## src/sv/touch_key_debounce_press_lockout_unit_macros.svh

```systemverilog
// Assertion macros shared by the touch key debounce unit.
// Expects clk and arst_n in scope at the point of use; no other dependencies.
`ifndef TOUCH_KEY_DEBOUNCE_PRESS_LOCKOUT_UNIT_MACROS_SVH
`define TOUCH_KEY_DEBOUNCE_PRESS_LOCKOUT_UNIT_MACROS_SVH

`ifndef SYNTHESIS
// Property that must hold at every edge outside reset.
`define TKD_ASSERT(label, prop) \
	label: assert property (@(posedge clk) disable iff (!arst_n) prop) \
		else $error("touch key unit: assertion failed");
// Condition in one cycle that implies a condition in the next cycle.
`define TKD_ASSERT_NEXT(label, ante, cons) \
	label: assert property (@(posedge clk) disable iff (!arst_n) (ante) |=> (cons)) \
		else $error("touch key unit: assertion failed");
`else
`define TKD_ASSERT(label, prop)
`define TKD_ASSERT_NEXT(label, ante, cons)
`endif

`endif

```

## src/sv/tkd_pkg.sv

```systemverilog
// Types and constants for the touch key debounce and press lockout unit.
// No dependencies; every interface and module of the unit imports it.
package tkd_pkg;

	// Field widths of the scan and result beats and of the tick counters.
	localparam int unsigned MASK_W = 4;
	localparam int unsigned DBNC_W = 8;
	localparam int unsigned TICK_W = 16;

	// Configuration port.
	localparam int unsigned CFG_IDX_W  = 2;
	localparam int unsigned CFG_DATA_W = 16;

	typedef enum logic [CFG_IDX_W-1:0] {
		REG_DEBOUNCE_TICKS    = 2'd0,
		REG_SHORT_PRESS_TICKS = 2'd1,
		REG_LOCK_TICKS        = 2'd2
	} cfg_reg_t;

	localparam logic [DBNC_W-1:0] DEBOUNCE_RESET    = 8'd30;
	localparam logic [TICK_W-1:0] SHORT_PRESS_RESET = 16'd150;
	localparam logic [TICK_W-1:0] LOCK_RESET        = 16'd5000;

	localparam logic [DBNC_W-1:0] DBNC_MAX = {DBNC_W{1'b1}};
	localparam logic [TICK_W-1:0] TICK_MAX = {TICK_W{1'b1}};

	// Key phases.
	typedef enum logic [1:0] {
		PH_RELEASE  = 2'd0,
		PH_DEBOUNCE = 2'd1,
		PH_PRESS    = 2'd2
	} phase_t;

	// Configuration values seen by every lane.
	typedef struct packed {
		logic [DBNC_W-1:0] debounce_ticks;
		logic [TICK_W-1:0] short_press_ticks;
		logic [TICK_W-1:0] lock_ticks;
	} cfg_t;

	// Per-key status after the current tick.
	typedef struct packed {
		logic pending;
		logic evt;
		logic pressed;
	} lane_stat_t;

endpackage

```

## src/sv/tkd_in_if.sv

```systemverilog
// Scan channel of the touch key unit: one beat per scan tick.
// Depends on tkd_pkg for field widths.
interface tkd_in_if;
	import tkd_pkg::*;

	logic              valid;
	logic              ready;
	logic [MASK_W-1:0] touched_levels;
	logic [MASK_W-1:0] ack_mask;

	modport source (output valid, output touched_levels, output ack_mask, input ready);
	modport sink (input valid, input touched_levels, input ack_mask, output ready);
endinterface

```

## src/sv/tkd_out_if.sv

```systemverilog
// Result channel of the touch key unit: one beat per accepted scan tick.
// Depends on tkd_pkg for field widths.
interface tkd_out_if;
	import tkd_pkg::*;

	logic              valid;
	logic              ready;
	logic [MASK_W-1:0] pending_mask;
	logic [MASK_W-1:0] event_mask;
	logic [MASK_W-1:0] pressed_mask;
	logic              key0_locked;

	modport source (output valid, output pending_mask, output event_mask,
		output pressed_mask, output key0_locked, input ready);
	modport sink (input valid, input pending_mask, input event_mask,
		input pressed_mask, input key0_locked, output ready);
endinterface

```

## src/sv/tkd_lane.sv

```systemverilog
// One key lane: release, debounce and press phases, held time and event flags.
// Depends on tkd_pkg and the unit's assertion macro header.
`include "touch_key_debounce_press_lockout_unit_macros.svh"

module tkd_lane (
	input  logic                clk,
	input  logic                arst_n,
	input  logic                step,
	input  logic                touched,
	input  logic                ack,
	input  logic                frozen,
	input  tkd_pkg::cfg_t       cfg,
	output tkd_pkg::lane_stat_t stat_d
);
	import tkd_pkg::*;

	phase_t            phase_q, phase_d;
	logic [DBNC_W-1:0] dcnt_q, dcnt_d, dcnt_inc;
	logic [TICK_W-1:0] held_q, held_d;
	logic              evt_q, evt_d, pend_q, pend_d;
	logic              ack_hit, pend_a, evt_a, short_hit;

	// Acknowledge is applied before the phase update.
	assign ack_hit  = ack && pend_q && evt_q;
	assign pend_a   = pend_q && !ack_hit;
	assign evt_a    = evt_q && !ack_hit;
	assign dcnt_inc = (dcnt_q < DBNC_MAX) ? dcnt_q + 1'b1 : dcnt_q;
	assign short_hit = (held_q >= cfg.short_press_ticks) && !pend_a;

	// Next phase.
	always_comb begin
		phase_d = phase_q;
		if (frozen) begin
			if (phase_q == PH_PRESS && !touched) begin
				phase_d = PH_RELEASE;
			end
		end else begin
			case (phase_q)
				PH_RELEASE: begin
					if (touched) begin
						phase_d = PH_DEBOUNCE;
					end
				end
				PH_DEBOUNCE: begin
					if (!touched) begin
						phase_d = PH_RELEASE;
					end else if (dcnt_inc >= cfg.debounce_ticks) begin
						phase_d = PH_PRESS;
					end
				end
				PH_PRESS: begin
					if (!touched) begin
						phase_d = PH_DEBOUNCE;
					end
				end
				default: phase_d = phase_q;
			endcase
		end
	end

	// Counters and flags for the tick.
	always_comb begin
		dcnt_d = dcnt_q;
		held_d = held_q;
		evt_d  = evt_a;
		pend_d = pend_a;
		if (frozen) begin
			if (phase_q == PH_PRESS && !touched) begin
				held_d = '0;
			end
		end else begin
			case (phase_q)
				PH_RELEASE: begin
					if (touched) begin
						dcnt_d = '0;
					end
					held_d = '0;
					evt_d  = 1'b0;
				end
				PH_DEBOUNCE: begin
					if (!touched || dcnt_inc >= cfg.debounce_ticks) begin
						dcnt_d = '0;
					end else begin
						dcnt_d = dcnt_inc;
					end
				end
				PH_PRESS: begin
					if (touched) begin
						if (held_q < TICK_MAX) begin
							held_d = held_q + 1'b1;
						end
					end else begin
						dcnt_d = '0;
						if (short_hit) begin
							evt_d  = 1'b1;
							pend_d = 1'b1;
						end
					end
				end
				default: dcnt_d = dcnt_q;
			endcase
		end
	end

	assign stat_d.pending = pend_d;
	assign stat_d.evt     = evt_d;
	assign stat_d.pressed = (phase_d == PH_PRESS);

	// Lane state advances once per accepted scan beat.
	always_ff @(posedge clk or negedge arst_n) begin
		if (!arst_n) begin
			phase_q <= PH_RELEASE;
			dcnt_q  <= '0;
			held_q  <= '0;
			evt_q   <= 1'b0;
			pend_q  <= 1'b0;
		end else if (step) begin
			phase_q <= phase_d;
			dcnt_q  <= dcnt_d;
			held_q  <= held_d;
			evt_q   <= evt_d;
			pend_q  <= pend_d;
		end
	end

	// An event flag never stands without its pending flag.
	`TKD_ASSERT(a_evt_needs_pend, (!evt_q || pend_q))
	// The debounce count is cleared whenever a press is confirmed.
	`TKD_ASSERT(a_press_dcnt_zero, (phase_q != PH_PRESS || dcnt_q == '0))
endmodule

```

## src/sv/tkd_lock.sv

```systemverilog
// Lockout timer for key 0, armed by a pending event on that key.
// Depends on tkd_pkg and the unit's assertion macro header.
`include "touch_key_debounce_press_lockout_unit_macros.svh"

module tkd_lock (
	input  logic                        clk,
	input  logic                        arst_n,
	input  logic                        step,
	input  logic [tkd_pkg::TICK_W-1:0]  lock_ticks,
	input  logic                        pend0_d,
	output logic                        frozen,
	output logic                        locked_d
);
	import tkd_pkg::*;

	logic              lock_q, lock_t;
	logic [TICK_W-1:0] cnt_q, cnt_t, cnt_d, cnt_inc;
	logic              arm;

	// Timer runs first in the tick; its result freezes key 0.
	assign cnt_inc = (cnt_q < TICK_MAX) ? cnt_q + 1'b1 : cnt_q;
	always_comb begin
		lock_t = lock_q;
		cnt_t  = cnt_q;
		if (lock_q) begin
			if (cnt_inc >= lock_ticks) begin
				lock_t = 1'b0;
				cnt_t  = '0;
			end else begin
				cnt_t = cnt_inc;
			end
		end
	end

	assign frozen = lock_t;

	// A pending event on a key 0 that was free this tick re-arms the lock.
	assign arm      = !lock_t && pend0_d;
	assign locked_d = lock_t || arm;
	assign cnt_d    = arm ? '0 : cnt_t;

	always_ff @(posedge clk or negedge arst_n) begin
		if (!arst_n) begin
			lock_q <= 1'b0;
			cnt_q  <= '0;
		end else if (step) begin
			lock_q <= locked_d;
			cnt_q  <= cnt_d;
		end
	end

	// The count only runs while the lock is held.
	`TKD_ASSERT(a_idle_cnt_zero, (lock_q || cnt_q == '0))
	// Arming always leaves the lock set with a fresh count.
	`TKD_ASSERT_NEXT(a_arm_sets_lock, step && arm, lock_q && cnt_q == '0)
endmodule

```

## src/sv/touch_key_debounce_press_lockout_unit.sv

```systemverilog
// Channel   Dir  Beat contents                                        Accept
// scan      in   touched_levels[3:0], ack_mask[3:0]                   valid && ready
// result    out  pending_mask, event_mask, pressed_mask, key0_locked   valid && ready
// cfg       in   cfg_index, cfg_wdata                                  cfg_we
//
// One scan beat per clock while scan.ready is high; each accepted beat gives one result beat in the next cycle.
// All key lanes and the key 0 lock timer update in the same cycle, so the rate is
// set only by the single output register: scan.ready drops only while a result waits.
// Reset (arst_n low) puts every key in release, clears flags and the lock timer,
// and loads the register defaults; no clearing pass is needed.
// Top level: configuration registers, key lanes, lock timer and the merging stage.
// Depends on tkd_pkg, tkd_in_if, tkd_out_if, tkd_lane, tkd_lock and the macro header.
`include "touch_key_debounce_press_lockout_unit_macros.svh"

module touch_key_debounce_press_lockout_unit #(
	parameter int unsigned NUM_KEYS = 4
) (
	input  logic                           clk,
	input  logic                           arst_n,
	tkd_in_if.sink                         scan,
	tkd_out_if.source                      result,
	input  logic                           cfg_we,
	input  logic [tkd_pkg::CFG_IDX_W-1:0]  cfg_index,
	input  logic [tkd_pkg::CFG_DATA_W-1:0] cfg_wdata
);
	import tkd_pkg::*;

	cfg_t              cfg_q;
	logic              step;
	logic              frozen, locked_d;
	lane_stat_t        stat_d [NUM_KEYS];
	logic [MASK_W-1:0] pend_m, evt_m, prs_m;
	logic              out_valid_q;
	logic [MASK_W-1:0] pend_q, evt_q, prs_q;
	logic              locked_q;

	// Configuration registers.
	always_ff @(posedge clk or negedge arst_n) begin
		if (!arst_n) begin
			cfg_q.debounce_ticks    <= DEBOUNCE_RESET;
			cfg_q.short_press_ticks <= SHORT_PRESS_RESET;
			cfg_q.lock_ticks        <= LOCK_RESET;
		end else if (cfg_we) begin
			case (cfg_reg_t'(cfg_index))
				REG_DEBOUNCE_TICKS:    cfg_q.debounce_ticks    <= cfg_wdata[DBNC_W-1:0];
				REG_SHORT_PRESS_TICKS: cfg_q.short_press_ticks <= cfg_wdata[TICK_W-1:0];
				REG_LOCK_TICKS:        cfg_q.lock_ticks        <= cfg_wdata[TICK_W-1:0];
				default:               cfg_q                   <= cfg_q;
			endcase
		end
	end

	assign scan.ready = !out_valid_q || result.ready;
	assign step       = scan.valid && scan.ready;

	// Lock timer for key 0.
	tkd_lock u_lock (
		.clk        (clk),
		.arst_n     (arst_n),
		.step       (step),
		.lock_ticks (cfg_q.lock_ticks),
		.pend0_d    (stat_d[0].pending),
		.frozen     (frozen),
		.locked_d   (locked_d)
	);

	// Key lanes; keys beyond the field width read untouched and unacknowledged.
	for (genvar k = 0; k < NUM_KEYS; k++) begin : g_lane
		logic t_k, a_k, f_k;
		if (k < MASK_W) begin : g_field
			assign t_k = scan.touched_levels[k];
			assign a_k = scan.ack_mask[k];
		end else begin : g_nofield
			assign t_k = 1'b0;
			assign a_k = 1'b0;
		end
		if (k == 0) begin : g_key0
			assign f_k = frozen;
		end else begin : g_free
			assign f_k = 1'b0;
		end
		tkd_lane u_lane (
			.clk     (clk),
			.arst_n  (arst_n),
			.step    (step),
			.touched (t_k),
			.ack     (a_k),
			.frozen  (f_k),
			.cfg     (cfg_q),
			.stat_d  (stat_d[k])
		);
	end

	// Merge lane status into the result masks.
	for (genvar b = 0; b < MASK_W; b++) begin : g_merge
		if (b < NUM_KEYS) begin : g_have
			assign pend_m[b] = stat_d[b].pending;
			assign evt_m[b]  = stat_d[b].evt;
			assign prs_m[b]  = stat_d[b].pressed;
		end else begin : g_none
			assign pend_m[b] = 1'b0;
			assign evt_m[b]  = 1'b0;
			assign prs_m[b]  = 1'b0;
		end
	end

	// Output register: holds a result beat until it is taken.
	always_ff @(posedge clk or negedge arst_n) begin
		if (!arst_n) begin
			out_valid_q <= 1'b0;
		end else if (step) begin
			out_valid_q <= 1'b1;
		end else if (result.ready) begin
			out_valid_q <= 1'b0;
		end
	end

	always_ff @(posedge clk) begin
		if (step) begin
			pend_q   <= pend_m;
			evt_q    <= evt_m;
			prs_q    <= prs_m;
			locked_q <= locked_d;
		end
	end

	assign result.valid        = out_valid_q;
	assign result.pending_mask = pend_q;
	assign result.event_mask   = evt_q;
	assign result.pressed_mask = prs_q;
	assign result.key0_locked  = locked_q;

	// Scan beats stall only behind a result that is waiting.
	`TKD_ASSERT(a_stall_cause, (scan.ready || (out_valid_q && !result.ready)))
	// An accepted scan beat always yields a result beat next cycle.
	`TKD_ASSERT_NEXT(a_step_result, step, out_valid_q)
endmodule
```

## src/flat_wrapper.sv

```systemverilog
// flat-port wrapper written by rule: the top's interface ports become plain ports
module touch_key_debounce_press_lockout_unit_flat import tkd_pkg::*;
#(
	parameter int unsigned NUM_KEYS = 4
)
  (clk, arst_n, cfg_we, cfg_index, cfg_wdata, scan_valid, scan_touched_levels, scan_ack_mask, scan_ready, result_valid, result_pending_mask, result_event_mask, result_pressed_mask, result_key0_locked, result_ready);
  tkd_in_if scan_i ();
  tkd_out_if result_i ();
  input  logic clk;
  input  logic arst_n;
  input  logic cfg_we;
  input  logic [tkd_pkg::CFG_IDX_W-1:0] cfg_index;
  input  logic [tkd_pkg::CFG_DATA_W-1:0] cfg_wdata;
  input wire logic [$bits(scan_i.valid)-1:0] scan_valid;
  input wire logic [$bits(scan_i.touched_levels)-1:0] scan_touched_levels;
  input wire logic [$bits(scan_i.ack_mask)-1:0] scan_ack_mask;
  output wire logic [$bits(scan_i.ready)-1:0] scan_ready;
  output wire logic [$bits(result_i.valid)-1:0] result_valid;
  output wire logic [$bits(result_i.pending_mask)-1:0] result_pending_mask;
  output wire logic [$bits(result_i.event_mask)-1:0] result_event_mask;
  output wire logic [$bits(result_i.pressed_mask)-1:0] result_pressed_mask;
  output wire logic [$bits(result_i.key0_locked)-1:0] result_key0_locked;
  input wire logic [$bits(result_i.ready)-1:0] result_ready;
  assign scan_i.valid = scan_valid;
  assign scan_i.touched_levels = scan_touched_levels;
  assign scan_i.ack_mask = scan_ack_mask;
  assign scan_ready = scan_i.ready;
  assign result_valid = result_i.valid;
  assign result_pending_mask = result_i.pending_mask;
  assign result_event_mask = result_i.event_mask;
  assign result_pressed_mask = result_i.pressed_mask;
  assign result_key0_locked = result_i.key0_locked;
  assign result_i.ready = result_ready;
  touch_key_debounce_press_lockout_unit #(.NUM_KEYS(NUM_KEYS)) u_core (.clk(clk), .arst_n(arst_n), .scan(scan_i), .result(result_i), .cfg_we(cfg_we), .cfg_index(cfg_index), .cfg_wdata(cfg_wdata));
endmodule
```

## config.mk

```make
export PLATFORM = sky130hd
export DESIGN_NAME = touch_key_debounce_press_lockout_unit_flat
export DESIGN_NICKNAME = d
export VERILOG_FILES = /design/src/sv/tkd_pkg.sv /design/src/sv/tkd_in_if.sv /design/src/sv/tkd_out_if.sv /design/src/sv/tkd_lane.sv /design/src/sv/tkd_lock.sv /design/src/sv/touch_key_debounce_press_lockout_unit.sv /design/src/flat_wrapper.sv
export VERILOG_INCLUDE_DIRS = /design/src /design/src/sv
export SDC_FILE = /design/constraint.sdc
export NUM_CORES = 1
export LEC_CHECK = 0
export BUFFER_PORTS_ARGS = -buffer_cell sky130_fd_sc_hd__buf_2
export CAP_MARGIN = 0
export CORE_MARGIN = 2
export CORE_UTILIZATION = 44
export CTS_CLUSTER_SIZE = 8
export DETAILED_ROUTE_END_ITERATION = 16
export GPL_ROUTABILITY_DRIVEN = 0
export HOLD_SLACK_MARGIN = 0.15
export SYNTH_ARGS = -nofsm -noshare
export SYNTH_HDL_FRONTEND = slang
export SYNTH_HIERARCHICAL = 1
export SYNTH_SLANG_ARGS = --single-unit
```

## constraint.sdc

```tcl
create_clock -name clk -period 13.2 [get_ports clk]
set_input_delay 2.64 -clock clk [delete_from_list [all_inputs] [get_ports clk]]
set_output_delay 2.64 -clock clk [all_outputs]
set_load 0.1 [all_outputs]
```

# Word-level counts from Yosys, hierarchy flattened
# Index checks and enable logic that the tools add are counted.
[totals]
reg_bits = 183
in_bits = 31
[op_classes]
addsub = 9
magnitude_cmp = 18
n_eq_ne = 31
mux = 90
bitwise = 1
n_reduce_logical = 70
[op_table]
columns = ["cell", "n"]
rows = [
  ["$mux W16", 14],
  ["$mux W8", 16],
  ["$pmux W16 S2", 4],
  ["$pmux W8 S3", 4],
  ["$add A16 B1 Y16 const B", 5],
  ["$ge A16 B16 Y1", 5],
  ["$lt A16 B16 Y1 const B", 5],
  ["$mux W2", 18],
  ["$add A8 B1 Y8 const B", 4],
  ["$ge A8 B8 Y1", 4],
  ["$lt A8 B8 Y1 const B", 4],
  ["$mux W1", 26],
  ["$ne A2 B2 Y1 const B", 12],
  ["$pmux W2 S3", 4],
  ["$reduce_and A4 Y1", 6],
  ["$logic_and A1 B1 Y1", 23],
  ["$eq A2 B2 Y1 const B", 9],
  ["$reduce_bool A3 Y1", 5],
  ["$logic_not A1 Y1", 14],
  ["$eq A2 B1 Y1 const B", 5],
  ["$logic_not A2 Y1", 5],
  ["$reduce_and A5 Y1", 2],
  ["$reduce_bool A2 Y1", 5],
  ["$pmux W1 S2", 4],
  ["other kinds (6)", 16],
]

# Logic depth before layout (Yosys ltp)
# Gate-level depths: netlist of the first run.
[logic_depth]
depth_word = 13
ltp_mapped = 22
ltp_nobuf = 19

# Cells and area by module
# The synthesis of the first run kept the hierarchy.
[by_module_without_submodules]
columns = ["mod", "instances", "cells_per_inst", "area_each_um2", "seq_area_each_um2"]
rows = [
  ["tkd_lane", 4, 303, 2476.1, 700.7],
  ["touch_key_debounce_press_lockout_unit", 1, 103, 1979.4, 1432.6],
  ["tkd_lock", 1, 168, 1472.7, 425.4],
]

# Worst setup path before layout of the first run
# No wires, ideal clock.
[synth_timing]
kind = "input-to-output"
from = "input result_ready"
to = "output scan_ready"
arrival_time_ns = 3.419
required_ns = 10.560
setup_slack_ns = 7.141
path_stages = 1
n_path_buf = 0
cell_sequence = "nand2b_1"
[synth_via]
elab_chain_len = 1
[synth_lines]
columns = ["element", "line_no", "text"]
rows = [
  ["from (decl)", "flat_wrapper.sv:23", "input wire logic [$bits(result_i.ready)-1:0] result_ready;"],
  ["$logic_or A1 B1 Y1", "touch_key_debounce_press_lockout_unit.sv:53", "assign scan.ready = !out_valid_q || result.ready;"],
  ["to (decl)", "flat_wrapper.sv:17", "output wire logic [$bits(scan_i.ready)-1:0] scan_ready;"],
]
# No other way between the ends.

# Worst setup path after layout of the first run
# Same ends and word-level chain as after synthesis.

==> impl_metrics.yaml, run 1 <==
yosys:
  synth_cell_types: 71
  synth_area_sq_um: 13400
  ys_seq_area_frac: 0.349
  synth_edf_count: 13
  syn_inst: 1483
  ys_dominant_reg_cell: "dfrtp_1"
  ys_warn_count: 6
  syn_area_per_cell_sq_um: 9.01
  ys_ff_latch: 183
  synth_async_sr_flop_share: 0.929
worst_setup_path:
  cp_slowest_cell: "buf_2"
  crit_path_start_kind: "primary input"
  crit_chain: "buf_2, nand2b_1, buf_2"
  cp_common_cell: "buf_2"
  cp_slowest_stage_delay_ps: 430
  crit_required_ps: 10560
  crit_path_max_fanout: 3
  worstSetupPathType: "in2out"
  cp.arrival_ps: 3270
  critPathCaptureType: "output pin"
place:
  dp_hpwl_mm: 24.4
  post-place-cells: 1880
  port_buffers: 45
final_layout:
  mostFrequentLayoutCell: "dfrtp_1"
  fill_cells: 2858
  layout-drive-gt1-share: 0.116
  nets: 1661
  final_cells: 1912
  area_growth_pct: 8.51
  antennaDiodeCount: 0
  layout_common_cells: "dfrtp_1 (157), inv_1 (149), nand2_1 (145)"
clocking:
  ctsHtreeMaxLevel: 4
  cts_setup_buffers: 0
  cts_made_buffers: 17
  clock-root-buffer: "clkbuf_16"
  cts_resized: 0
  clockBufferDepth: 2
  cts.hold.buffers_added: 0
  cts_tree: "built"
  clock-sinks: 183
  clk_pin_slew_ps: 70
  insertion_delay_ps: 450
global_route:
  met3_usage: 0.0371
  antenna_found_initial: 1
  top_usage_layer: "met2"
  grt_pass1_vias: 10700
  grtUsageTotal: 0.223
  met2_usage: 0.359
  grt_use_met1: 0.308
  grt_pass1_wl_mm: 55.9
  grt_overflow: 0
  grt_max_degree: 72
timing:
  drv_slew: 0
  rsz0062_at_grt: "false"
  tns_ps: 0
  period_share: 0.448
  setup_viol: 0
  final.setup_skew_ps: 14.3
  tightest_slew_ps: 925
  slew-limit-headroom: 0.383
  layout_min_cycle_time_ps: 5910
  fmax_ghz: 0.169
  timing.final.hold_violations: 0
floorplanning:
  die-height_um: 178
  io_pins: 46
  start_util: 0.448
  die-width_um: 178
  die_area_sq_um: 31800
  core_area_sq_um: 29800
  row_count: 63
flow_run:
  drv_cap: 0
route:
  drt_iter0_drc: 749
  ant_nets: 0
  totalWireLength_mm: 33.8
  wl_per_cell_um: 17.7
  dr.pass1.iters: 5
  vias: 11200
  drc: 0
  vias_per_cell: 5.87
pwr:
  vdd_drop_max_mv: 0.0914
  leakagePower_uw: 0.00643
  power_density_nw_per_um2: 116
  power_uw: 1680
min_path:
  hold_class: "reg2reg"
run_status:
  status: "completed"
-- metrics by stage --
step / area [sq um] / worst slack [ps] / hold WS [ps] / util
2_1_floorplan: 13400 / 7140 / 477 / -
3_3_place_gp: 13900 / 7300 / 488 / 0.465
3_5_place_dp: 13900 / 7290 / 493 / 0.465
4_1_cts: 14500 / 7290 / 509 / 0.486
5_1_grt: 14500 / 7250 / 525 / 0.486
6_report: 14500 / 7290 / 506 / 0.486
-- Yosys cell counts (all sizes together), types with 5 or more instances --
library cell | instances | area share
dfrtp | 157 | 0.29
a21oi | 76 | 0.029
a31oi | 12 | 0.0056
a21boi | 9 | 0.0051
edfxtp | 13 | 0.029
o311ai | 8 | 0.0052
nand4 | 26 | 0.013
nand2 | 146 | 0.041
xnor2 | 22 | 0.017
a32o | 10 | 0.0075
dfstp | 13 | 0.026
o22ai | 6 | 0.0028
o211ai | 49 | 0.032
nor3b | 5 | 0.0037
nor2b | 21 | 0.0098
or4 | 32 | 0.019
or2 | 5 | 0.0023
a22o | 8 | 0.0052
nand3 | 73 | 0.027
and3 | 28 | 0.013
nor2 | 73 | 0.023
buf | 27 | 0.015
o31ai | 39 | 0.022
nor4 | 6 | 0.0037
o41ai | 8 | 0.0052
nor3 | 29 | 0.011
mux2 | 44 | 0.037
o21a | 35 | 0.020
nand2b | 31 | 0.015
ha | 121 | 0.11
or3 | 21 | 0.0098
and4 | 8 | 0.0052
clkbuf | 22 | 0.0062
o21ai | 75 | 0.028
o2111ai | 16 | 0.016
inv | 149 | 0.042
-- layout make-up --
cell class                 instances  area [sq um]  share of cell area
sequential                       183          4660               0.322
clock buffer                      18           429              0.0296
clock inverter                    14           195              0.0135
tap                              390           488              0.0337
timing repair buffer              54           299              0.0206
inverter                         149           559              0.0386
multi-input combinational       1104          7860               0.542
-- where the power goes --
part | internal [uW] | switching [uW] | leakage (uW) | total (uW)
Combinational | 168 | 246 | 0.00376 | 413
Clock | 319 | 240 | 0.000310 | 560
Sequential | 622 | 82.7 | 0.00236 | 704
-- path summary, 6_finish.rpt --
check | slack, ps | endpoint | from | depth (start not counted)
hold reg to reg | 510 | u_core/cfg_q[2] | u_core/cfg_q[2] | 1
setup / recovery | 7290 | scan_ready | result_ready | 3
hold / removal | 510 | u_core/cfg_q[2] | u_core/cfg_q[2] | 1
min in group asynchronous | 2100 | u_core/g_lane[0].u_lane/held_q[1] | arst_n | 1
setup reg to reg | 8440 | u_core/g_lane[0].u_lane/held_q[0] | u_core/u_lock/cnt_q[0] | 17
max in group asynchronous | 9830 | u_core/cfg_q[6] | arst_n | 2
-- logic make-up after synthesis --
logic type                 count (synthesis)  synth area share
and+or+nand+nor                          519             0.207
AOI/OAI and AO/OA                        394             0.212
buffers and inverters                    198            0.0631
DFF                                      183             0.349
adders and majority gates                121             0.113
muxes                                     44            0.0371
xor gates and xnor gates                  23            0.0173
other                                      1          0.000281
-- sequential cells by signal, indices dropped and copies added (netlist names) --
register and cells:
u_core/u_lock/lock_q 1, u_core/g_lane.u_lane/held_q 64, u_core/g_lane.u_lane/pend_q 4, u_core/u_lock/cnt_q 16
u_core/cfg_q 40, u_core/result.pressed_mask 4, u_core/result.event_mask 4, u_core/result.pending_mask 4
u_core/result.key0_locked 1, u_core/result.valid 1, u_core/g_lane.u_lane/phase_q 8, u_core/g_lane.u_lane/dcnt_q 32
u_core/g_lane.u_lane/evt_q 4
-- metal layers --
| layer | vias to the layer above | share of wire |
|---|---|---|
| li1 | 5529 | - |
| met1 | 5401 | 0.48 |
| met2 | 251 | 0.46 |
| met3 | 35 | 0.039 |
| met4 | 2 | 0.019 |
| met5 | - | 0.00038 |
-- critical path: cells and delay by family --
family / cells / cell delay [ps]
buffers and inverters: 2 / 500
and+or+nand+nor: 1 / 120
Power figures use the tool's default switching activity.
==> inputs of run 2 (changes only) <==
--- a/config.mk
+++ b/config.mk
@@ -6,6 +6,7 @@
 export SDC_FILE = /design/constraint.sdc
 export NUM_CORES = 1
 export LEC_CHECK = 0
+export ABC_AREA = 1
 export BUFFER_PORTS_ARGS = -buffer_cell sky130_fd_sc_hd__buf_2
 export CAP_MARGIN = 0
 export CORE_MARGIN = 2
==> constraint.sdc (replaced) <==
create_clock -name clk -period 5.6 [get_ports clk]
set_input_delay 1.12 -clock clk [delete_from_list [all_inputs] [get_ports clk]]
set_output_delay 1.12 -clock clk [all_outputs]
set_load 0.1 [all_outputs]
==> run 2 against run 1 <==
Global-route usage is 0.61 points lower. Total power is 140% higher. Register-to-register slack worse by 7300 ps. Sequential share of layout area is 1.6 points lower. Clock skew is 0.80 ps higher. Clock power is 130% higher. Synthesized cell count is 35% higher. Largest power group unchanged.
==> impl_metrics.yaml, run 2 <==
clocking:
  cts.hold.buffers_added: 0
  cts_resized: 0
  clk_pin_slew_ps: 80
  clockBufferDepth: 2
  cts_made_buffers: 17
  cts_tree: "built"
  clock-sinks: 183
  clock-root-buffer: "clkbuf_16"
  insertion_delay_ps: 460
  ctsHtreeMaxLevel: 4
  cts_setup_buffers: 0
floorplanning:
  die-width_um: 183
  core_area_sq_um: 31600
  row_count: 65
  die_area_sq_um: 33600
  io_pins: 46
  start_util: 0.447
  die-height_um: 183
pwr:
  internal_power_uw: 2440
  power_frac_seq: 0.410
  power_density_nw_per_um2: 264
  p_comb_frac: 0.274
  p_sw_frac: 0.393
  leakagePower_uw: 0.00784
  vdd_drop_max_mv: 0.221
  p_switching_uw: 1580
  clkPwrFrac: 0.315
global_route:
  grt_pass1_vias: 11700
  grt_pass1_wl_mm: 58.4
  antenna_found_initial: 1
  grtUsageTotal: 0.217
  grt_max_degree: 97
  grt_overflow: 0
worst_setup_path:
  r2r_end: "u_core/g_lane[0].u_lane/held_q[15]"
  cp.arrival_ps: 4850
  r2r_slack_ps: 1100
  critPathCaptureType: "flip-flop"
  worstSetupPathType: "reg2reg"
  crit_path_max_fanout: 28
  r2r-start: "u_core/u_lock/cnt_q[0]"
  crit_family: "simple AND/OR/NAND/NOR gates"
  cp.depth: 25
  crit_buf_inv: 6
  crit_path_start: "u_core/u_lock/cnt_q[0]"
  crit_path_start_kind: "flip-flop"
  crit_path_end: "u_core/g_lane[0].u_lane/held_q[15]"
  cp_slowest_stage_delay_ps: 580
  cp_common_cell: "nand2_1"
  crit_required_ps: 5950
  cp_slowest_cell: "a31oi_4"
  rr_worst_depth: 25
final_layout:
  regMostFlops: "u_core/g_lane.u_lane/held_q"
  reg.largest.list: "u_core/g_lane.u_lane/held_q (64), u_core/cfg_q (40), u_core/g_lane.u_lane/dcnt_q (32)"
  nets: 2185
  layout_common_cells: "nand2_1 (509), inv_1 (371), nor2_1 (170)"
  layout-drive-gt1-share: 0.0875
  largest_reg_flops: 64
  utilization: 0.482
  final_cells: 2449
  mostFrequentLayoutCell: "nand2_1"
  area_growth_pct: 7.74
route:
  ant_nets: 0
  wl_per_cell_um: 14.3
  drc: 0
  dr.pass1.iters: 8
  vias_per_cell: 5.10
  totalWireLength_mm: 35.0
  vias: 12500
  drt_iter0_drc: 912
timing:
  timing.final.hold_violations: 0
  final.setup_skew_ps: 15.1
  setup_viol: 0
  hold-worst-slack_ps: 466
  tns_ps: 0
  slew-limit-headroom: 0.455
  layout_min_cycle_time_ps: 4500
  tightest_slew_ps: 818
  period_share: 0.803
  drv_slew: 0
  rsz0062_at_grt: "false"
  fmax_ghz: 0.222
yosys:
  synth_cell_types: 44
  ys_warn_count: 6
  synth_most_common_cell: "nand2_1"
  synth_area_sq_um: 14200
  ys_ff_latch: 183
  ys_dominant_reg_cell: "dfrtp_1"
  ys_seq_area_frac: 0.329
  synth_area_leaders: "dfrtp_1 (28%), nand2_1 (13%), ha_1 (11%), inv_1 (9.8%), nor2_1 (4.5%)"
  synth_edf_count: 13
  synth_top_cell_area_share: 0.278
  synth_top_area_cell: "dfrtp_1"
  syn_inst: 1999
  syn_area_per_cell_sq_um: 7.08
  synth_async_sr_flop_share: 0.929
  synth_common_cells: "nand2_1 (509), inv_1 (371), nor2_1 (170), dfrtp_1 (157), ha_1 (121)"
flow_run:
  drv_cap: 0
place:
  dp_hpwl_mm: 25.9
  port_buffers: 45
  post-place-cells: 2416
min_path:
  hold_class: "reg2reg"
run_status:
  status: "completed"
-- run 2: cell count changes in the layout (fill, tap and decap cells not counted), moves of 39 or more --
cell	previous run	this run
nor3_1	29	73
inv_1	149	371
nand4_1	25	67
nand2_1	145	509
nand3_1	73	118
mux2_2	44	0
o211ai_1	45	0
xor2_1	1	48
o31ai_1	39	0
nor2_1	69	170
-- run 2: worst min path at each step --
stage | slack [ps] | cells past startpoint | startpoint | to
floorplan | 440 | 2 | u_core/cfg_q[15] | u_core/cfg_q[15]
global placement | 450 | 2 | u_core/cfg_q[7] | u_core/cfg_q[7]
detailed placement | 460 | 2 | u_core/cfg_q[12] | u_core/cfg_q[12]
CTS | 470 | 2 | u_core/cfg_q[12] | u_core/cfg_q[12]
global route | 480 | 2 | u_core/cfg_q[7] | u_core/cfg_q[7]
finish | 470 | 2 | u_core/cfg_q[12] | u_core/cfg_q[12]
-- run 2: cell type report --
class	count	area (sq um)
Multi-Input combinational cell	1401	7750
Sequential cell	183	4660
Tap cell	402	503
Fill cell	3161	16400
Clock inverter	15	191
Timing Repair Buffer	49	274
Clock buffer	17	425
Antenna cell	1	2.50
Inverter	381	1440
-- run 2: tightest hold or removal path: cells and delay by family (launching register included) --
family        cells  cell delay (ps)
simple gates      2               90
flops             1              380
-- run 2: power by group through the flow --
stage                     logic [uW]  clock network [uW]  registers (uW)
after floorplan                  819                   0            1670
after global placement          1070                   0            1680
after detailed placement        1100                   0            1680
after CTS                       1100                1310            1650
after global routing            1280                1360            1670
final                           1100                1270            1650
-- run 2: layer usage --
| metal | vias to the layer above | track usage | routed length (um) |
|---|---|---|---|
| met4 | 0 | 0.0544 | 545 |
| met2 | 243 | 0.359 | 16100 |
| li1 | 6425 | - | - |
| met3 | 33 | 0.0338 | 1480 |
| met1 | 5794 | 0.298 | 16800 |
| met5 | - | 0 | 0 |
-- run 2: through the flow --
stage | area (sq um) | total power [uW] | setup slack, ps
2_1_floorplan | 14200 | 2490 | 1720
4_1_cts | 15200 | 4070 | 1120
3_3_place_gp | 14600 | 2750 | 1260
3_5_place_dp | 14600 | 2770 | 1140
5_1_grt | 15200 | 4320 | 580
6_report | 15300 | 4020 | 1100
-- run 2: kinds of logic after synthesis --
family	count (synthesis)	synth area share
compound gates	210	0.0893
xor+xnor	55	0.0346
fa+ha+maj	121	0.107
buf+inv	426	0.127
flops	183	0.329
other cells	1	0.000265
simple gates	1003	0.313
==> inputs of run 3 (changes only) <==
==> constraint.sdc (replaced) <==
create_clock -name clk -period 4.5 [get_ports clk]
set_input_delay 0.9 -clock clk [delete_from_list [all_inputs] [get_ports clk]]
set_output_delay 0.9 -clock clk [all_outputs]
set_load 0.1 [all_outputs]
==> run 3 against run 2 <==
Register-to-register slack worse by 630 ps. Die area did not move. Sequential power up 25%. Combinational power rose by 25%. First-iteration DRC count down 9.4%. Wire length is 0.34% lower. Worst hold slack about the same. Critical endpoint is now u_core/g_lane[0].u_lane/held_q[6]. Highest routed layer unchanged.
==> impl_metrics.yaml, run 3 (synthesis results as in run 2) <==
timing:
  timing.final.hold_violations: 0
  setup_viol: 0
  drv_slew: 0
  slew-limit-headroom: 0.421
  final.setup_skew_ps: 16.8
  tightest_slew_ps: 868
  period_share: 0.896
  layout_min_cycle_time_ps: 4030
  tns_ps: 0
  fmax_ghz: 0.248
  rsz0062_at_grt: "false"
global_route:
  grtUsageTotal: 0.219
  grt_pass1_wl_mm: 59.2
  antenna_found_initial: 1
  grt_pass1_vias: 11900
  grt_max_degree: 90
  grt_overflow: 0
route:
  vias: 12400
  dr.pass1.iters: 5
  drt_iter0_drc: 826
  drc: 0
  wl_per_cell_um: 14.2
  vias_per_cell: 5.05
  ant_nets: 0
  totalWireLength_mm: 34.9
min_path:
  hold_class: "reg2reg"
floorplanning:
  start_util: 0.447
  die-height_um: 183
  row_count: 65
  core_area_sq_um: 31600
  die_area_sq_um: 33600
  die-width_um: 183
  io_pins: 46
pwr:
  power_density_nw_per_um2: 331
  leakagePower_uw: 0.00788
  vdd_drop_max_mv: 0.286
place:
  port_buffers: 45
  dp_hpwl_mm: 26.1
  dpl_cell_area_sq_um: 14700
worst_setup_path:
  crit_required_ps: 4880
  crit_path_start_kind: "flip-flop"
  cp.arrival_ps: 4410
  crit_path_max_fanout: 15
  rr_worst_depth: 25
  r2r_slack_ps: 470
  r2r_end: "u_core/g_lane[0].u_lane/held_q[6]"
  crit_path_end: "u_core/g_lane[0].u_lane/held_q[6]"
  r2r-start: "u_core/u_lock/cnt_q[0]"
  crit_path_start: "u_core/u_lock/cnt_q[0]"
  critPathCaptureType: "flip-flop"
  worstSetupPathType: "reg2reg"
clocking:
  ctsHtreeMaxLevel: 4
  cts_tree: "built"
  clock-root-buffer: "clkbuf_16"
  cts_resized: 0
  clockBufferDepth: 2
  cts.hold.buffers_added: 0
  cts_made_buffers: 17
  insertion_delay_ps: 450
  cts_setup_buffers: 0
  clk_pin_slew_ps: 80
  clock-sinks: 183
final_layout:
  mostFrequentLayoutCell: "nand2_1"
  regMostFlops: "u_core/g_lane.u_lane/held_q"
  largest_reg_flops: 64
  layout-drive-gt1-share: 0.0902
  nets: 2191
  reg.largest.list: "u_core/g_lane.u_lane/held_q (64), u_core/cfg_q (40), u_core/g_lane.u_lane/dcnt_q (32)"
  layout_common_cells: "nand2_1 (509), inv_1 (371), nor2_1 (170)"
  design_area_sq_um: 15300
  area_growth_pct: 8.25
flow_run:
  drv_cap: 0
run_status:
  status: "completed"
run 3: changes by cell type in the layout (fill, tap and decap cells not counted), sizes merged:
cell	previous run	this run
inv	390	388
bufinv	0	1
buf	49	55
clkinv	6	7
run 3: cell type report:
cell class                 instances  area (sq um)
inverter                         381          1440
timing repair buffer              55           319
clock inverter                    15           218
multi-input combinational       1401          7750
antenna                            1          2.50
sequential                       183          4660
clock buffer                      17           425
fill                            3188         16300
tap                              402           503
run 3: worst min path at each step:
stage	from	end	slack, ps	cells past startpoint
2_1_floorplan	u_core/cfg_q[15]	u_core/cfg_q[15]	440	2
3_3_place_gp	u_core/cfg_q[9]	u_core/cfg_q[9]	450	2
3_5_place_dp	u_core/cfg_q[9]	u_core/cfg_q[9]	460	2
4_1_cts	u_core/cfg_q[9]	u_core/cfg_q[9]	470	2
5_1_grt	u_core/cfg_q[9]	u_core/cfg_q[9]	480	2
6_report	u_core/cfg_q[9]	u_core/cfg_q[9]	470	2
run 3: where the power goes:
part / internal, uW / switching, uW / total [uW]
combinational: 452 / 929 / 1380
clock: 821 / 810 / 1630
sequential: 1830 / 226 / 2060
total: 3100 / 1960 / 5070
run 3: critical path, stage by stage (launching register included):
cell     delay [ps]
dfrtp_1         450
ha_1            290
nand3_2         120
inv_2            80
nand2_2          70
nor2_4          290
inv_1           150
o21ai_1         180
inv_1            60
ha_1            290
nand2_1          70
nand2_1          50
nand2_1          50
nand2_1          40
nand2_1          50
nand2_1          50
nand2_1          80
nand3_1         130
inv_1           340
inv_1           100
nand2_1          80
nand2_1          80
a31oi_4         370
buf_4           280
nand3_1         110
o21ai_2          70
run 3: metal layers:
metal	vias to the layer above	part of all wire	GRT usage
met5	-	0	0
met1	5728	0.49	0.301
li1	6448	-	-
met4	0	0.016	0.0563
met3	26	0.035	0.0304
met2	198	0.46	0.364
run 3: per-stage QoR:
stage | std cells | total power [uW] | util | hold slack (ps) | worst slack (ps)
after global routing | 2454 | 5430 | 0.484 | 483 | 31.9
after CTS | 2454 | 5120 | 0.484 | 470 | 458
after global placement | 2422 | 3430 | 0.464 | 453 | 608
after detailed placement | 2422 | 3460 | 0.464 | 456 | 487
final | 2455 | 5070 | 0.484 | 466 | 467
after floorplan | 2010 | 3100 | - | 442 | 834
